<file path="config.mk">
export PLATFORM = sky130hd
export DESIGN_NAME = erf_delay
export DESIGN_NICKNAME = d
export VERILOG_FILES = /design/src/sv/erf_pkg.sv /design/src/sv/erf_delay.sv
export SDC_FILE = /design/constraint.sdc
export NUM_CORES = 1
export LEC_CHECK = 0
export BUFFER_PORTS_ARGS = -buffer_cell sky130_fd_sc_hd__buf_2
export CAP_MARGIN = 20
export CORE_AREA = 2 2 241 291
export CTS_BUF_LIST = sky130_fd_sc_hd__clkbuf_8
export DETAILED_ROUTE_END_ITERATION = 6
export DIE_AREA = 0 0 243 293
export PLACE_DENSITY = 0.61
export REMOVE_ABC_BUFFERS = 1
export SLEW_MARGIN = 20
export SYNTH_ARGS = -nofsm -noshare
export SYNTH_HDL_FRONTEND = slang
export SYNTH_SLANG_ARGS = --single-unit
</file>
<file path="constraint.sdc">
create_clock -name clk -period 0.9 [get_ports clk]
set_input_delay 0.135 -clock clk [delete_from_list [all_inputs] [get_ports clk]]
set_output_delay 0.135 -clock clk [all_outputs]
set_load 0.03 [all_outputs]
</file>
<file path="src/sv/erf_pkg.sv">
// Shared operation codes and pipeline timing for the Rusanov face flux core.
package erf_pkg;

  // Iteration stages in each floating-point operator (one quotient/root bit each).
  localparam int ERF_ITER = 27;
  // Cycles from operand capture to registered result in each operator.
  localparam int ERF_LAT = ERF_ITER + 2;

  // Canonical quiet NaN.
  localparam logic [31:0] ERF_QNAN = 32'h7FC00000;

  typedef enum logic [2:0] {
    OP_MUL  = 3'd0,
    OP_ADD  = 3'd1,
    OP_DIV  = 3'd2,
    OP_SQRT = 3'd3,
    OP_MAX  = 3'd4
  } erf_op_t;

endpackage

</file>
<file path="src/sv/erf_delay.sv">
// Enable-gated shift line that keeps operands aligned with the arithmetic levels.
module erf_delay import erf_pkg::*; #(
  parameter int W     = 32,
  parameter int DEPTH = ERF_LAT
) (
  input  logic         clk,
  input  logic         en,
  input  logic [W-1:0] d,
  output logic [W-1:0] q
);

  logic [W-1:0] sr [DEPTH];

  // Shift one place whenever the pipeline advances.
  always_ff @(posedge clk) begin
    if (en) begin
      sr[0] <= d;
      for (int i = 1; i < DEPTH; i++) begin
        sr[i] <= sr[i-1];
      end
    end
  end

  assign q = sr[DEPTH-1];

endmodule

</file>
### Yosys cells after proc, flatten, opt, wreduce, memory -nomap -nowiden

Memories as Yosys holds them, arrays and structs flattened.
Cells that the tools add are included.

| word-level totals | value |
|---|---|
| flip-flop bits (word level) | 0 |
| bits in writable memories | 928 |
| logic and storage cells | 3 |
| memories kept | 1 |

| operators by class | value |
|---|---|
| mux-type cells | 2 |

Memories:

| memory | depth | width | rd ports | clocked after Yosys merged registers in | write ports | line | RTL |
|---|---|---|---|---|---|---|---|
| sr | 29 | 32 | 29 | 0 | 29 | erf_delay.sv:12 | `logic [W-1:0] sr [DEPTH];` |

Operators with widths:

| kind | count |
|---|---|
| two-way mux 1 bit | 2 |

### Logic depth before layout (Yosys ltp)

Gate-level depths: netlist of run 1.

| depth | value |
|---|---|
| depth in word-level cells | 2 |
| depth in mapped cells | 0 |
| mapped depth without buffers | 0 |

### Worst setup path before layout of run 1

OpenSTA, ideal clock, no wires.

| timing | value |
|---|---|
| kind | register -> output |
| start point | memory sr[28][0] |
| end point | output q[0] |
| arrival time | 496 ps |
| data required time | 765 ps |
| setup slack | 269 ps |
| cell stages (with the launch flop) | 1 |
| cells stage by stage | edfxtp_1 |

RTL lines:

| item | line | RTL |
|---|---|---|
| start, declared | erf_delay.sv:12 |  |
| end, declared | erf_delay.sv:9 | `output logic [W-1:0] q` |

==> flow_summary.ini, run 1 <==
[worst_hold_path]
min-delay-start = d[13]
hold_path.class = in -> reg
hold_end = sr[0][13]$_DFFE_PP_
whs_path_depth = 2

[layout]
stdcell_area_um2 = 33300
multi_input_cells = 0
reg.largest.list = sr (928)
syn_to_final_growth_pct = 19.6
largest_reg_flops = 928
fill_cells = 5533
fin_nets = 1298
diodes = 0
top_register = sr
drive_gt1_frac = 0.234
multi_input_area_um2 = 0

[timing]
rsz0062_at_grt = true
tightest_slew_ns = 0.307
fin_skew_ns = 0.0171
slew_violations = 0
setup_viol = 245
fin_crit_sh = 1.64
max_slew_margin = 0.796
max_freq_ghz = 0.679
period_needed_ns = 1.47
final-hold-violation-count = 0
worst_slack_ns = -0.574

[routing]
antenna_left = 0
drc = 0
vias = 9575
routed_wl_mm = 29.0
wl_per_cell_um = 12.7
drtIter0Drc = 612
firstDrtPassIters = 4
via_per_inst = 4.20

[setup_path]
r2r_setup_slack_ns = 0.22
crit_cells = 1
cp_data_required_time_ns = 0.76
crit_path_cell_trace = buf_6
cp.arrival_ns = 1.34
critPathTopFamily = flip-flops
critPathBufInv = 1
crit_type = reg -> out
critPathMaxFanout = 1
cp_slowest_stage_delay_ns = 0.43
reg2regPathDepth = 0
worstReg2RegEnd = sr[12][23]$_DFFE_PP_
crit-reg2reg-launch = sr[11][23]$_DFFE_PP_
end_kind = output pin
worst_setup_path_start_kind = register
crit_path_top_delay_cell = edfxtp_1

[floorplan]
initial_core_util = 0.409
die_y_um = 293
ios = 66
num_rows = 105
die_width_um = 243
dieArea_um2 = 71200
core_um2 = 68100

[clock_tree]
path_clk_slew_ns = 0.06
cts_htree_levels = 4
clock_latency_ns = 0.74
cts_tree = yes
clock_sinks = 928
clock-root-buffer = clkbuf_8
clk_path_buf_depth = 3
numCtsBuffers = 144
post-cts-setup-buffers = 0

[power_and_ir_drop]
p_comb_frac = 0.021
p_int_mw = 66.3
finalPower_mw = 82.8
power.density_nw_per_um2 = 2480
switching_share = 0.199
p_leak_nw = 11.5
ir_worst_vdd_mv = 1.29
switchingPower_mw = 16.4
pwr-share-seq = 0.616
clkPwrFrac = 0.364

[status]
status = finished with violations
violations = negative setup slack

[global_routing]
grt_antenna_before_repair = 0
grt_max_degree = 88
grt_pass1_vias = 9938
grtUsageTotal = 0.0825
grt_pass1_wl_mm = 46.6
grt_overflow = 0

[placed_design]
routabilityCongestion = 0.633
placed_area_um2 = 30200
dp_hpwl_mm = 14.4
portBuffers = 65

[run]
cap_viol_max_count = 0

[logic_synthesis]
netlist.area_leader.share = 1.00
seq_area_frac_synth = 1.00
netlist_instances = 928
yosysWarnings = 0
netlist_area_um2 = 27900
synth.largest_area_cell = edfxtp_1
ys_top_cells_by_area = edfxtp_1
ys_seq_elements = 928
synth_cell_type_count = 1
syn-mean-instance-area_um2 = 30.0
-- how the worst max path moves through the flow --
stage                         start              endpoint  slack (ns)
2_1_floorplan   sr[28][0]$_DFFE_PP_                  q[0]        0.27
3_3_place_gp                     en  sr[28][15]$_DFFE_PP_       -0.18
3_5_place_dp                     en  sr[28][13]$_DFFE_PP_       -0.23
4_1_cts        sr[28][13]$_DFFE_PP_                 q[13]       -0.68
5_1_grt         sr[28][5]$_DFFE_PP_                  q[5]       -0.67
6_report       sr[28][13]$_DFFE_PP_                 q[13]       -0.57
-- cells in the final DEF (no fill, tap or decap) --
cell	instances
clkinv_2	11
edfxtp_1	928
buf_2	32
bufinv_16	1
dlygate4sd3_1	39
clkbuf_8	145
inv_1	47
clkinvlp_4	9
buf_4	67
inv_8	2
buf_12	16
buf_6	33
inv_6	2
clkbuf_16	1
buf_16	2
clkinv_1	36
-- final cells by class --
class | count | area [um^2] | area share
repair buffers | 190 | 1830 | 0.0548
flip-flops and latches | 928 | 27900 | 0.836
well taps | 909 | 1140 | 0.0341
clock buffers | 145 | 2000 | 0.0599
clock inverters | 108 | 504 | 0.0151
-- through the flow --
step	setup slack, ns	instances	utilization	hold WS [ns]	TNS, ns
finish	-0.574	2280	0.490	0.110	-18.23
global route	-0.670	2280	0.490	0.0235	-19.26
CTS	-0.684	2279	0.489	0.00159	-19.40
detailed placement	-0.226	1987	0.444	0.313	-129.33
global placement	-0.183	1987	0.444	0.311	-113.06
floorplan	0.269	928	-	0.234	0
-- cell families (layout without fill, tap and decap cells) --
family | count (synthesis) | count (layout) | synth area share
flops | 928 | 928 | 1.00
buf+inv | 0 | 443 | 0
-- timing repair --
item | 4_1_cts | 5_1_grt
pin swaps | 0 | 0
gates cloned | 0 | 1
hold buffers | 39 | 0
gates resized for setup | 64 | 4
endpoints found under the hold margin | 618 | 0
setup endpoints to repair | 32 | 140
-- power groups by stage --
stage               Combinational, mW  Clock, mW  Sequential, mW
detailed placement               1.51          0            51.9
global placement                 1.42          0            51.7
finish                           1.71       30.1            51.0
global route                     1.86       33.6            51.2
CTS                              1.72       31.7            51.0
floorplan                           0          0            51.8
-- metal layers --
layer	global-route usage	up-vias	wire [um]
met3	0.0369	84	1710
met2	0.130	215	14100
met4	0.0491	0	899
met1	0.0931	4754	12300
li1	-	4522	-
met5	0	-	0
-- cell usage after synthesis (all sizes together) --
cell type  number
edfxtp        928
Note: power is estimated with default switching activity, not from simulation.
==> inputs of run 2 (changes only) <==
- RECOVER_POWER: unset -> 25
==> flow_summary.ini, run 2 (synthesis gave the netlist of run 1 again) <==
[status]
status = finished with violations
violations = negative setup slack

[worst_hold_path]
hold_path.class = in -> reg

[setup_path]
worst_setup_path_start_kind = register
critPathTopFamily = flip-flops
cp.arrival_ns = 1.34
crit_path_cell_trace = buf_6
critPathBufInv = 1
cp_slowest_stage_delay_ns = 0.43
crit_path_top_delay_cell = edfxtp_1
crit_type = reg -> out
critPathMaxFanout = 1
end_kind = output pin
cp_data_required_time_ns = 0.76

[power_and_ir_drop]
power.density_nw_per_um2 = 2490
p_leak_nw = 11.5
ir_worst_vdd_mv = 1.29
finalPower_mw = 82.8

[global_routing]
grt_max_degree = 88
grt_antenna_before_repair = 0
grt_pass1_vias = 9938
grt_pass1_wl_mm = 46.6
grt_overflow = 0
grtUsageTotal = 0.0825

[layout]
largest_reg_flops = 928
syn_to_final_growth_pct = 19.5
reg.largest.list = sr (928)
final_cell_mix = edfxtp_1, clkbuf_8, buf_4
diodes = 0
multi_input_cells = 0
top_register = sr
final_common_cell = edfxtp_1
fin_nets = 1298
multi_input_area_um2 = 0
regArea_um2 = 27900
fill_cells = 5540
drive_gt1_frac = 0.233

[run]
cap_viol_max_count = 0

[timing]
timing.setup.tns_ns = -132.26
max_freq_ghz = 0.678
hold_ws_ns = 0.109
max_slew_margin = 0.772
final-hold-violation-count = 0
setup_viol = 831
rsz0062_at_grt = true
period_needed_ns = 1.48
worst_slack_ns = -0.575
slew_violations = 0
fin_skew_ns = 0.0171
tightest_slew_ns = 0.342
fin_crit_sh = 1.64

[routing]
wl_met3_mm = 1.72
highest_layer = met4
via_per_inst = 4.19
vias = 9562
firstDrtPassIters = 4
routed_wl_mm = 29.0
drtIter0Drc = 605
wl_per_cell_um = 12.7
drc = 0
antenna_left = 0
drt-met1-wl_mm = 12.3
wl_met2_mm = 14.0

[placed_design]
dp_hpwl_mm = 14.4
portBuffers = 65
routabilityCongestion = 0.633
preCtsSetupSlack_ns = -0.226

[clock_tree]
path_clk_slew_ns = 0.06
numCtsBuffers = 144
clock_sinks = 928
clock_latency_ns = 0.74
post-cts-setup-buffers = 0
cts_htree_levels = 4
clock-root-buffer = clkbuf_8
clk_path_buf_depth = 3
cts_tree = yes

[floorplan]
die_width_um = 243
num_rows = 105
initial_core_util = 0.409
dieArea_um2 = 71200
core_um2 = 68100
ios = 66
die_y_um = 293
-- run 2: per-stage QoR --
step,cell area [um^2],util,cells
global route,33300,0.489,2280
finish,33300,0.489,2280
detailed placement,30200,0.444,1987
global placement,30200,0.444,1987
CTS,33300,0.489,2279
floorplan,27900,-,928
-- run 2: path summary, 6_finish.rpt --
kind / start / endpoint / slack, ns / depth (start not counted)
setup / recovery: sr[28][13]$_DFFE_PP_ / q[13] / -0.58 / 1
setup reg to reg: sr[11][23]$_DFFE_PP_ / sr[12][23]$_DFFE_PP_ / 0.22 / 0
hold reg to reg: sr[10][3]$_DFFE_PP_ / sr[11][3]$_DFFE_PP_ / 0.40 / 0
hold / removal: d[13] / sr[0][13]$_DFFE_PP_ / 0.11 / 2
-- run 2: power breakdown --
group / total [mW] / internal (mW) / switching (mW)
logic: 1.68 / 0.641 / 1.04
registers: 51.0 / 50.4 / 0.591
clock network: 30.1 / 15.3 / 14.8
-- run 2: layer usage --
| metal | vias up | GRT usage |
|---|---|---|
| met5 | - | 0 |
| met4 | 0 | 0.0491 |
| met3 | 85 | 0.0369 |
| met2 | 216 | 0.130 |
| met1 | 4738 | 0.0931 |
| li1 | 4523 | - |
-- run 2: timing repair --
action                                 4_1_cts  5_1_grt
setup endpoints to repair                   32      140
gates resized for setup                     64        4
gates cloned                                 0        1
hold buffers                                39        0
endpoints found under the hold margin      618        0
-- run 2: layout make-up --
type | instances | area share
Clock buffer | 145 | 0.0599
Clock inverter | 108 | 0.0151
Sequential cell | 928 | 0.837
Tap cell | 909 | 0.0342
Timing Repair Buffer | 190 | 0.0537
